$ cat config.mk
export PLATFORM = sky130hd
export DESIGN_NAME = fractionated_morse_cipher
export DESIGN_NICKNAME = d
export VERILOG_FILES = /design/src/rtl/fmc_pkg.sv /design/src/rtl/fractionated_morse_cipher.sv
export SDC_FILE = /design/constraint.sdc
export NUM_CORES = 1
export LEC_CHECK = 0
export ABC_CLOCK_PERIOD_IN_PS = 11100
export BUFFER_PORTS_ARGS = -buffer_cell sky130_fd_sc_hd__buf_2
export CAP_MARGIN = 20
export CORE_MARGIN = 1.5
export CORE_UTILIZATION = 28
export DETAILED_ROUTE_END_ITERATION = 10
export MAX_ROUTING_LAYER = met4
export PLACE_DENSITY = 0.48
export SYNTH_ARGS = -nofsm -noshare
export SYNTH_HDL_FRONTEND = slang
export SYNTH_SLANG_ARGS = --single-unit
export TNS_END_PERCENT = 50
$ cat constraint.sdc
create_clock -name i_clk -period 11.1 [get_ports i_clk]
set_clock_uncertainty 0.05 [all_clocks]
set_input_delay 2.22 -clock i_clk [delete_from_list [all_inputs] [get_ports i_clk]]
set_output_delay 2.22 -clock i_clk [all_outputs]
set_load 0.03 [all_outputs]
$ cat src/rtl/fmc_pkg.sv
// Package for the fractionated Morse cipher: symbol codes, register indexes,
// ASCII constants, Morse tables and the decrypt symbol step.
// No dependencies.
package fmc_pkg;

    localparam int NUM_LETTERS = 26;
    localparam int KEY_W       = 5;
    localparam int CFG_DATA_W  = 60;
    localparam int KEY_TOP_W   = 10;
    localparam int MAX_RESULTS = 3;
    localparam int SEQ_LEN     = 8;

    typedef logic [1:0] t_sym;
    typedef logic [7:0] t_char;
    typedef logic [KEY_W-1:0] t_letter;

    localparam t_sym SYM_DOT  = 2'd0;
    localparam t_sym SYM_DASH = 2'd1;
    localparam t_sym SYM_SEP  = 2'd2;

    localparam logic [1:0] CFG_MODE    = 2'd0;
    localparam logic [1:0] CFG_KEY_LOW = 2'd1;
    localparam logic [1:0] CFG_KEY_MID = 2'd2;
    localparam logic [1:0] CFG_KEY_TOP = 2'd3;

    localparam logic MODE_ENCRYPT = 1'b0;
    localparam logic MODE_DECRYPT = 1'b1;

    localparam t_char CH_UPPER_A  = 8'h41;
    localparam t_char CH_UPPER_Z  = 8'h5A;
    localparam t_char CH_LOWER_A  = 8'h61;
    localparam t_char CH_LOWER_Z  = 8'h7A;
    localparam t_char CH_SPACE    = 8'h20;
    localparam t_char CASE_OFFSET = 8'h20;

    localparam logic [2:0] MORSE_MAX = 3'd4;
    localparam logic [2:0] MORSE_OVF = 3'd5;

    // dash = 1, first symbol in the highest used bit
    localparam logic [3:0] MORSE_BITS [NUM_LETTERS] = '{
        4'd1, 4'd8, 4'd10, 4'd4, 4'd0, 4'd2, 4'd6, 4'd0, 4'd0, 4'd7, 4'd5, 4'd4, 4'd3,
        4'd2, 4'd7, 4'd6, 4'd13, 4'd2, 4'd0, 4'd1, 4'd1, 4'd1, 4'd3, 4'd9, 4'd11, 4'd12
    };
    localparam logic [2:0] MORSE_LEN [NUM_LETTERS] = '{
        3'd2, 3'd4, 3'd4, 3'd3, 3'd1, 3'd4, 3'd3, 3'd4, 3'd2, 3'd4, 3'd3, 3'd4, 3'd2,
        3'd2, 3'd3, 3'd4, 3'd4, 3'd3, 3'd3, 3'd1, 3'd3, 3'd4, 3'd3, 3'd4, 3'd4, 3'd4
    };

    typedef struct packed {
        logic [3:0] grp;
        logic [2:0] len;
    } t_dec_st;

    typedef struct packed {
        t_dec_st st;
        logic    emit;
        t_char   ch;
    } t_dec_out;

    typedef struct packed {
        logic    hit;
        t_letter idx;
    } t_morse_hit;

    function automatic t_morse_hit morse_decode(input logic [3:0] grp, input logic [2:0] len);
        t_morse_hit r;
        r.hit = 1'b0;
        r.idx = '0;
        for (int i = NUM_LETTERS - 1; i >= 0; i--) begin
            if (MORSE_LEN[i] == len && MORSE_BITS[i] == grp) begin
                r.hit = 1'b1;
                r.idx = KEY_W'(i);
            end
        end
        return r;
    endfunction

    function automatic t_dec_out dec_step(input t_dec_st st, input t_sym s);
        t_dec_out   r;
        t_morse_hit m;
        m      = morse_decode(st.grp, st.len);
        r.st   = st;
        r.emit = 1'b0;
        r.ch   = CH_SPACE;
        if (s == SYM_SEP) begin
            if (st.len == 3'd0) begin
                r.emit = 1'b1;
            end else if (m.hit) begin
                r.emit = 1'b1;
                r.ch   = CH_UPPER_A + t_char'(m.idx);
            end
            r.st = '0;
        end else if (st.len < MORSE_MAX) begin
            r.st.grp = {st.grp[2:0], s[0]};
            r.st.len = st.len + 3'd1;
        end else begin
            r.st.len = MORSE_OVF;
        end
        return r;
    endfunction

endpackage

$ cat src/rtl/fractionated_morse_cipher.sv
// Fractionated Morse cipher, encrypt and decrypt, one character per beat.
// Depends on fmc_pkg.
//
// An accepted character lands in an input register; combinational logic turns it
// into zero to three result characters, which are loaded into a three-entry result
// buffer and sent one per cycle while the receiver is ready. A character whose
// results are done waits at most while the previous character's results drain, so
// with a ready receiver the block takes one character per cycle when each gives at
// most one result; with more, the single result port holds it back. A character
// passes the input register and then the result buffer before its first result
// beat. Configuration writes take effect at once and are meant for an idle block.
module fractionated_morse_cipher (
    input  logic                            i_clk,
    input  logic                            i_rst_n,
    input  logic                            i_cfg_we,
    input  logic [1:0]                      i_cfg_idx,
    input  logic [fmc_pkg::CFG_DATA_W-1:0]  i_cfg_data,
    input  logic                            i_in_valid,
    output logic                            o_in_ready,
    input  logic [7:0]                      i_char_in,
    input  logic                            i_end_of_message,
    output logic                            o_out_valid,
    input  logic                            i_out_ready,
    output logic [7:0]                      o_char_out,
    output logic                            o_last_of_run
);

    logic                              r_mode;
    logic [fmc_pkg::CFG_DATA_W-1:0]    r_key_low;
    logic [fmc_pkg::CFG_DATA_W-1:0]    r_key_mid;
    logic [fmc_pkg::KEY_TOP_W-1:0]     r_key_top;

    logic [3:0]                        r_pend_sym;
    logic [1:0]                        r_pend_cnt;
    fmc_pkg::t_dec_st                  r_dec;

    logic                              r_in_valid;
    fmc_pkg::t_char                    r_in_char;
    logic                              r_in_eom;

    logic [1:0]                        r_cnt;
    fmc_pkg::t_char                    r_res [fmc_pkg::MAX_RESULTS];

    logic                              out_take;
    logic                              proc_fire;

    fmc_pkg::t_letter                  key_tab [fmc_pkg::NUM_LETTERS];

    // encrypt path
    fmc_pkg::t_char                    c_up;
    logic                              is_letter;
    logic                              is_space;
    fmc_pkg::t_letter                  let_idx;
    logic [2:0]                        ml;
    logic [3:0]                        mb;
    logic [2:0]                        llen;
    fmc_pkg::t_sym                     lsym [fmc_pkg::SEQ_LEN];
    fmc_pkg::t_sym                     pend_sym [2];
    fmc_pkg::t_sym                     sym_seq [fmc_pkg::SEQ_LEN];
    logic [3:0]                        enc_len;
    logic [4:0]                        trigram [2];
    logic                              enc_v [2];
    fmc_pkg::t_char                    enc_c [2];
    logic [3:0]                        enc_base;
    logic [1:0]                        enc_rest;
    logic [3:0]                        n_pend_sym;
    logic [1:0]                        n_pend_cnt;

    // decrypt path
    logic                              dec_hit;
    fmc_pkg::t_sym                     ks [3];
    fmc_pkg::t_dec_out                 d0;
    fmc_pkg::t_dec_out                 d1;
    fmc_pkg::t_dec_out                 d2;
    fmc_pkg::t_dec_st                  dec_after;
    fmc_pkg::t_morse_hit               eom_m;
    fmc_pkg::t_dec_st                  n_dec;

    logic                              cand_v [4];
    fmc_pkg::t_char                    cand_c [4];
    logic [1:0]                        n_cnt;
    fmc_pkg::t_char                    n_res [fmc_pkg::MAX_RESULTS];

    assign out_take      = o_out_valid && i_out_ready;
    assign proc_fire     = r_in_valid && (r_cnt == 2'd0 || (r_cnt == 2'd1 && out_take));
    assign o_in_ready    = !r_in_valid || proc_fire;
    assign o_out_valid   = (r_cnt != 2'd0);
    assign o_char_out    = r_res[0];
    assign o_last_of_run = (r_cnt == 2'd1);

    always_comb begin
        for (int i = 0; i < fmc_pkg::NUM_LETTERS; i++) begin
            if (i < 12) begin
                key_tab[i] = r_key_low[fmc_pkg::KEY_W*i +: fmc_pkg::KEY_W];
            end else if (i < 24) begin
                key_tab[i] = r_key_mid[fmc_pkg::KEY_W*(i-12) +: fmc_pkg::KEY_W];
            end else begin
                key_tab[i] = r_key_top[fmc_pkg::KEY_W*(i-24) +: fmc_pkg::KEY_W];
            end
        end
    end

    always_comb begin
        c_up = r_in_char;
        if (c_up >= fmc_pkg::CH_LOWER_A && c_up <= fmc_pkg::CH_LOWER_Z) begin
            c_up = c_up - fmc_pkg::CASE_OFFSET;
        end
        is_letter = (c_up >= fmc_pkg::CH_UPPER_A) && (c_up <= fmc_pkg::CH_UPPER_Z);
        is_space  = (c_up == fmc_pkg::CH_SPACE);
        let_idx   = fmc_pkg::KEY_W'(c_up - fmc_pkg::CH_UPPER_A);
        ml        = is_letter ? fmc_pkg::MORSE_LEN[let_idx] : 3'd0;
        mb        = is_letter ? fmc_pkg::MORSE_BITS[let_idx] : 4'd0;
        llen      = is_letter ? ml + 3'd1 : (is_space ? 3'd1 : 3'd0);

        for (int i = 0; i < fmc_pkg::SEQ_LEN; i++) begin
            lsym[i] = fmc_pkg::SYM_SEP;
            if (3'(i) < ml) begin
                lsym[i] = {1'b0, mb[2'(ml - 3'(i) - 3'd1)]};
            end
        end

        pend_sym[0] = r_pend_sym[1:0];
        pend_sym[1] = r_pend_sym[3:2];
        for (int j = 0; j < fmc_pkg::SEQ_LEN; j++) begin
            if (4'(j) < 4'(r_pend_cnt)) begin
                sym_seq[j] = pend_sym[j % 2];
            end else begin
                sym_seq[j] = lsym[3'(3'(j) - 3'(r_pend_cnt))];
            end
        end
        enc_len = 4'(r_pend_cnt) + 4'(llen) + 4'(r_in_eom);

        for (int g = 0; g < 2; g++) begin
            trigram[g] = 5'(sym_seq[3*g]) * 5'd9 + 5'(sym_seq[3*g+1]) * 5'd3
                       + 5'(sym_seq[3*g+2]);
            enc_v[g]   = (enc_len >= 4'(3*(g+1))) && (trigram[g] < 5'(fmc_pkg::NUM_LETTERS));
            enc_c[g]   = enc_v[g] ? fmc_pkg::CH_UPPER_A + fmc_pkg::t_char'(key_tab[trigram[g]])
                                  : fmc_pkg::CH_UPPER_A;
        end

        if (enc_len >= 4'd6) begin
            enc_base = 4'd6;
        end else if (enc_len >= 4'd3) begin
            enc_base = 4'd3;
        end else begin
            enc_base = 4'd0;
        end
        enc_rest   = 2'(enc_len - enc_base);
        n_pend_sym = 4'd0;
        if (enc_rest >= 2'd1) begin
            n_pend_sym[1:0] = sym_seq[3'(enc_base)];
        end
        if (enc_rest >= 2'd2) begin
            n_pend_sym[3:2] = sym_seq[3'(enc_base + 4'd1)];
        end
        n_pend_cnt = enc_rest;
        if (r_in_eom) begin
            n_pend_sym = 4'd0;
            n_pend_cnt = 2'd0;
        end
    end

    always_comb begin
        dec_hit = 1'b0;
        ks[0]   = fmc_pkg::SYM_DOT;
        ks[1]   = fmc_pkg::SYM_DOT;
        ks[2]   = fmc_pkg::SYM_DOT;
        if (r_in_char >= fmc_pkg::CH_UPPER_A && r_in_char <= fmc_pkg::CH_UPPER_Z) begin
            for (int k = fmc_pkg::NUM_LETTERS - 1; k >= 0; k--) begin
                if (key_tab[k] == fmc_pkg::KEY_W'(r_in_char - fmc_pkg::CH_UPPER_A)) begin
                    dec_hit = 1'b1;
                    ks[0]   = 2'(k / 9);
                    ks[1]   = 2'((k / 3) % 3);
                    ks[2]   = 2'(k % 3);
                end
            end
        end
        d0        = fmc_pkg::dec_step(r_dec, ks[0]);
        d1        = fmc_pkg::dec_step(d0.st, ks[1]);
        d2        = fmc_pkg::dec_step(d1.st, ks[2]);
        dec_after = dec_hit ? d2.st : r_dec;
        eom_m     = fmc_pkg::morse_decode(dec_after.grp, dec_after.len);
        n_dec     = r_in_eom ? '0 : dec_after;
    end

    always_comb begin
        if (r_mode == fmc_pkg::MODE_ENCRYPT) begin
            cand_v[0] = enc_v[0];
            cand_c[0] = enc_c[0];
            cand_v[1] = enc_v[1];
            cand_c[1] = enc_c[1];
            cand_v[2] = 1'b0;
            cand_c[2] = fmc_pkg::CH_SPACE;
            cand_v[3] = 1'b0;
            cand_c[3] = fmc_pkg::CH_SPACE;
        end else begin
            cand_v[0] = dec_hit && d0.emit;
            cand_c[0] = d0.ch;
            cand_v[1] = dec_hit && d1.emit;
            cand_c[1] = d1.ch;
            cand_v[2] = dec_hit && d2.emit;
            cand_c[2] = d2.ch;
            cand_v[3] = r_in_eom && eom_m.hit;
            cand_c[3] = fmc_pkg::CH_UPPER_A + fmc_pkg::t_char'(eom_m.idx);
        end

        n_cnt = 2'd0;
        for (int i = 0; i < fmc_pkg::MAX_RESULTS; i++) begin
            n_res[i] = fmc_pkg::CH_SPACE;
        end
        for (int i = 0; i < 4; i++) begin
            if (cand_v[i] && n_cnt != 2'(fmc_pkg::MAX_RESULTS)) begin
                n_res[n_cnt] = cand_c[i];
                n_cnt        = n_cnt + 2'd1;
            end
        end
    end

    always_ff @(posedge i_clk) begin
        if (!i_rst_n) begin
            r_mode    <= fmc_pkg::MODE_ENCRYPT;
            r_key_low <= '0;
            r_key_mid <= '0;
            r_key_top <= '0;
        end else if (i_cfg_we) begin
            unique case (i_cfg_idx)
                fmc_pkg::CFG_MODE:    r_mode    <= i_cfg_data[0];
                fmc_pkg::CFG_KEY_LOW: r_key_low <= i_cfg_data;
                fmc_pkg::CFG_KEY_MID: r_key_mid <= i_cfg_data;
                fmc_pkg::CFG_KEY_TOP: r_key_top <= i_cfg_data[fmc_pkg::KEY_TOP_W-1:0];
                default:              r_mode    <= r_mode;
            endcase
        end
    end

    always_ff @(posedge i_clk) begin
        if (!i_rst_n) begin
            r_pend_sym <= '0;
            r_pend_cnt <= '0;
            r_dec      <= '0;
        end else if (proc_fire) begin
            if (r_mode == fmc_pkg::MODE_ENCRYPT) begin
                r_pend_sym <= n_pend_sym;
                r_pend_cnt <= n_pend_cnt;
            end else begin
                r_dec <= n_dec;
                if (r_in_eom) begin
                    r_pend_sym <= '0;
                    r_pend_cnt <= '0;
                end
            end
        end
    end

    always_ff @(posedge i_clk) begin
        if (!i_rst_n) begin
            r_in_valid <= 1'b0;
        end else if (o_in_ready) begin
            r_in_valid <= i_in_valid;
        end
    end

    always_ff @(posedge i_clk) begin
        if (o_in_ready && i_in_valid) begin
            r_in_char <= i_char_in;
            r_in_eom  <= i_end_of_message;
        end
    end

    always_ff @(posedge i_clk) begin
        if (!i_rst_n) begin
            r_cnt <= 2'd0;
        end else if (proc_fire) begin
            r_cnt <= n_cnt;
        end else if (out_take) begin
            r_cnt <= r_cnt - 2'd1;
        end
    end

    // advance the result buffer one beat at a time
    always_ff @(posedge i_clk) begin
        if (proc_fire) begin
            r_res <= n_res;
        end else if (out_take) begin
            r_res[0] <= r_res[1];
            r_res[1] <= r_res[2];
        end
    end

    a_pend_cnt_range: assert property (@(posedge i_clk) disable iff (!i_rst_n)
        r_pend_cnt != 2'd3)
        else $error("pending symbol count out of range");

    a_morse_len_range: assert property (@(posedge i_clk) disable iff (!i_rst_n)
        r_dec.len <= fmc_pkg::MORSE_OVF)
        else $error("morse length out of range");

    a_eom_clears_pending: assert property (@(posedge i_clk) disable iff (!i_rst_n)
        (proc_fire && r_in_eom) |=> (r_pend_cnt == 2'd0))
        else $error("end of message left pending symbols");

    a_encrypt_two_results: assert property (@(posedge i_clk) disable iff (!i_rst_n)
        (proc_fire && r_mode == fmc_pkg::MODE_ENCRYPT) |=> (r_cnt <= 2'd2))
        else $error("encrypt loaded more than two results");

    a_load_only_when_drained: assert property (@(posedge i_clk) disable iff (!i_rst_n)
        (o_out_valid && !out_take) |=> (r_cnt == $past(r_cnt)))
        else $error("result buffer changed while stalled");

endmodule
# == After elaboration in Yosys (flattened, before gate mapping) ==
# Memory sizes are Yosys's and may differ from the RTL's.
# Index checks and enable logic that the tools add are counted.
# totals
ff_bits,180
mem_bits_ro,224
elab_cells,674
mem_count,2
# classes
addsub,47
n_mul,4
n_lt_le_gt_ge,53
eq_ne,106
muxes,288
bitwise_logic,16
reduce_logical,143
# memory_table
memory,depth,width,read_ports,rd_ports_with_merged_regs,write_ports,line_no,rtl
(no name shown),32,4,1,0,0,fractionated_morse_cipher.sv:112,mb = is_letter ? fmc_pkg::MORSE_BITS[let_idx] : 4'd0;
(no name shown),32,3,1,0,0,fractionated_morse_cipher.sv:111,ml = is_letter ? fmc_pkg::MORSE_LEN[let_idx] : 3'd0;
# ops
cell,count
$mux W6,131
$eq A5 B5 Y1,26
$logic_and A1 B1 Y1,123
$eq A4 B4 Y1 const A,24
$mux W2,42
$mux W8,10
$bwmux W24,3
$mux W24,3
$eq A3 B4 Y1 const A,16
$bmux W2 S3,10
$mux W9,6
$bmux W5 S5,2
$add A7 B5 Y8 const A,6
$demux W8 S2,3
$ge A4 B4 Y1 const B,10
$mux W1,40
$mux W4,10
$not A3 Y4,10
$mux W7,5
$eq A2 B4 Y1 const A,8
$mux W16,2
$mux W32,1
$eq A2 B3 Y1 const A,8
$ge A8 B7 Y1 const B,3
other kinds (52),155

# == Logic depth before layout (Yosys ltp) ==
# logic_depth
depth_word,83
depth_mapped,51

# == Worst setup path after synthesis ==
# Ideal clock, no wire load.
# synth_timing
path_type,register -> register
startpoint,register r_in_char[0]
endpoint,"register r_res, in the netlist o_char_out[1], data pin"
setup_time_ps,269
t_arrival_ps,10283
path_slack_ps,498
stages_incl_launch_ff,49
cell_sequence,edfxtp_1 > buf_2 > buf_2 > buf_1 > inv_1 > ha_1 > buf_2 > buf_2 > buf_2 > nor3b_4 > a31o_2 > or3_1 > clkbuf_1 > nor2_1 > ha_1 > or2_2 > a21oi_1 > o21ai_0 > [... 13 more ...] > nor2_1 > buf_2 > o31ai_1 > nor2_1 > nor2_1 > ha_1 > nand2_1 > nand2_1 > nor2_1 > o21ai_1 > xor2_1 > inv_1 > ha_1 > or3_1 > a211oi_1 > buf_2 > a21boi_0 > o31ai_1
# synth_via
elab_chain_len,77
elab_cells_between_ends,484
# synth_rtl
item,line_no,rtl
"start, declared",fractionated_morse_cipher.sv:38,fmc_pkg::t_char r_in_char;
"start signal, assigned",fractionated_morse_cipher.sv:265,r_in_char <= i_char_in;
"parallel branches: the longest is 75 deep, another holds $sub A5 B1 Y5",-,
$mux W24 *,fractionated_morse_cipher.sv:212,if (cand_v[i] && n_cnt != 2'(fmc_pkg::MAX_RESULTS)) begin
$mux W16 *,fractionated_morse_cipher.sv:282,if (proc_fire) begin
"end signal, assigned",fractionated_morse_cipher.sv:283,r_res <= n_res;
"end, declared",fractionated_morse_cipher.sv:42,fmc_pkg::t_char r_res [fmc_pkg::MAX_RESULTS];
# Every way passes the cells marked *. The select of a mux whose other input is x is not followed.
# A chain may end at the register's enable or synchronous reset.

==> flow_summary.yaml <==
cts:
  cts_buffers: 17
  clk_latency_ps: 500
  cts-root-buf: "clkbuf_16"
  path_clk_slew_ps: 70
  cts_sinks: 177
  cts_hold_buf: 0
  cts_buffer_depth: 2
  htreeDepth: 4
  cts_tree: "yes"
setup_path:
  crit_top_cell: "inv_1"
  crit_path_max_fanout: 17
  cp-start-kind: "register"
  critPathCaptureType: "register"
  r2r-start: "r_in_char[0]"
  crit_required_ps: 11400
  arrival_ps: 10730
  critPathKind: "register to register"
  rr_endpoint: "r_res[2]"
  rr_worst_depth: 40
  cp_slowest_stage_delay_ps: 480
  crit_slowest_cell: "fa_1"
  ff2ff_setup_slack_ps: 670
synthesis:
  synth_top_cell_area_share_pct: 16.4
  ys_seq_area_share_pct: 21.4
  async_reset_ff_share_pct: 0
  synth_area_leaders: "dfxtp_1 (16%), nand2_1 (8.7%), mux4_2 (7.5%)"
  syn_area_per_cell_um2: 7.64
  synth_edf_count: 30
  synth_warnings: 0
  synth_top_cells_by_count: "nand2_1 (416), a21oi_1 (226), dfxtp_1 (147), nor2_1 (135), clkbuf_1 (113)"
  ys.flop_type: "dfxtp_1"
  synth.distinct_cells: 103
  syn_nets: 2478
  netlist_area_mm2: 0.0180
  synth_top_area_cell: "dfxtp_1"
  synth_seq_cells: 177
  synth.most_common_cell: "nand2_1"
  synthCells: 2351
timing:
  slew_violations: 0
  rsz0062_at_grt: "no"
  finalHoldViolCount: 0
  fin_crit_ps: 10430
  fin_crit_sh_pct: 93.9
  worst_slew_pin_slew_ps: 1020
  fin_ws_ps: 672
  fin_tns_setup_ps: 0
  setup_viol: 0
  finalHoldWorstSlack_ps: 435
  clock.fmax_mhz: 95.9
  slew_headroom_pct: 31.8
final_layout:
  nNetsFinal: 2453
  finalInstanceArea_mm2: 0.0197
  utilization_pct: 31.2
  drive_gt1_share_pct: 13.4
  antenna_cells: 0
  regArea_mm2: 0.00384
  fin_cells: 3185
  multi_input_area_mm2: 0.0131
  area_growth_pct: 9.59
  fill_cells: 6807
power_and_ir_drop:
  p_int_mw: 1.52
  vdd_drop_max_mv: 0.186
  clock_power_share_pct: 22.3
  switching_power_mw: 1.27
  power.density_mw_per_mm2: 142
  finalPower_mw: 2.79
  combinationalPowerShare_pct: 50.4
  switching_share_pct: 45.4
  p_leak_nw: 6.87
  p_seq_share_pct: 27.3
status:
  status: "completed"
min_path:
  hold_class: "register to register"
  holdPathEnd: "r_cnt[1]"
  hold_depth: 2
  worstHoldStart: "r_cnt[1]"
place:
  gp_congestion: 0.967
  hpwl_mm: 55.3
  place_area_mm2: 0.0191
  place_inst: 3150
  io_buffers: 85
  place_ws_ps: 306
route:
  via_count: 18651
  drt.antenna.violating_nets: 0
  wl_mm: 73.2
  drc_errors: 0
  routedWlPerCell_um: 23.0
  drt_iter0_drc: 1738
  viasPerCell: 5.86
  dr.pass1.iters: 5
floorplanning:
  die-height_um: 256
  core-area_mm2: 0.0632
  ioPinCount: 87
  fp.dieW_um: 256
  start_util_pct: 28.4
  rows: 92
  die_area_mm2: 0.0657
grt:
  grt_use_met3_pct: 3.00
  grt_pass1_vias: 17614
  grt.busiest_layer: "met2"
  antenna_found_initial: 1
  grt_pass1_wl_mm: 111
  grt_use_met2_pct: 35.3
  use_met1_pct: 28.5
  gr-usage-all-layers_pct: 22.4
  grt-ovfl-total: 0
  grt_max_degree: 81
job:
  maxCapViolCount: 0
## power by group through the flow
stage          Clock [mW]  Combinational (mW)  Sequential [mW]
3_3_place_gp            0                1.36            0.775
3_5_place_dp            0                1.37            0.775
4_1_cts             0.644                1.38            0.761
5_1_grt             0.661                1.49            0.768
6_report            0.622                1.40            0.762
2_1_floorplan           0               0.969            0.749
## worst max-delay path: cells and delay by family (launching register included)
family,cells,cell delay [ps]
fa+ha+maj,6,2300
buf+inv,5,560
flops,1,400
compound gates,12,2550
xor+xnor,2,640
mux,4,950
simple gates,11,2850
## registers in the layout, summed over array words and instances, names as in the netlist
signal      cells
r_cnt           2
o_char_out      7
r_key_top      10
r_dec           7
r_res          14
r_pend_cnt      2
r_in_char       8
r_mode          1
r_in_valid      1
r_in_eom        1
r_pend_sym      4
r_key_mid      60
r_key_low      60
## area by class of cell
cell class / instances / area share (%)
clock buffer: 20 / 2.33
clock inverter: 12 / 0.648
inverter: 68 / 1.31
multi-input combinational: 1922 / 66.6
sequential: 177 / 19.5
tap: 846 / 5.38
timing repair buffer: 140 / 4.26
## cell families after synthesis
logic type / share of synthesized area, %
AOI/OAI and AO/OA: 27.5
xor gates and xnor gates: 5.61
adders and majority gates: 4.11
buffers and inverters: 6.01
DFF: 21.4
muxes: 11.0
other: 0.0209
and+or+nand+nor: 24.4
## layout by cell type, fill, tap and decap left out, types with 21 or more instances in the layout
master / Yosys / routed
nand2_1: 416 / 416
a21oi_1: 226 / 225
dfxtp_1: 147 / 147
nor2_1: 135 / 132
o21ai_0: 104 / 104
nor3_1: 89 / 89
buf_2: 35 / 86
xnor2_1: 64 / 64
inv_1: 62 / 62
mux4_2: 60 / 60
buf_4: 12 / 53
xor2_1: 46 / 45
nand3_1: 43 / 43
nor2b_1: 42 / 41
ha_1: 43 / 40
a211oi_1: 38 / 38
o21a_1: 37 / 37
mux2i_1: 37 / 36
edfxtp_1: 30 / 30
a311o_1: 27 / 27
and4b_1: 25 / 25
mux2_2: 22 / 22
a221oi_1: 22 / 22
a31oi_1: 21 / 21
## how the worst max path moves through the flow
stage	start	endpoint	slack, ps	cells after the start
final	r_in_char[0]	r_res[2]	670	40
after global routing	r_in_char[0]	r_res[5]	60	41
after CTS	r_in_char[0]	r_res[2]	230	41
after detailed placement	r_in_char[1]	r_res[2]	310	41
after global placement	r_in_char[0]	r_res[5]	630	41
after floorplan	r_in_char[0]	o_char_out[1]	500	48
## per-layer routing
| metal | vias to the layer above | wire (µm) |
|---|---|---|
| met5 | - | 0 |
| met3 | 138 | 3970 |
| met1 | 9145 | 31900 |
| met2 | 660 | 34000 |
| li1 | 8708 | - |
| met4 | 0 | 3270 |
## repair_timing
action	in CTS	in global routing
setup buffers	0	2
endpoints found under the setup margin	0	23
gates resized for setup	0	7
(Power assumes the default switching activity.)
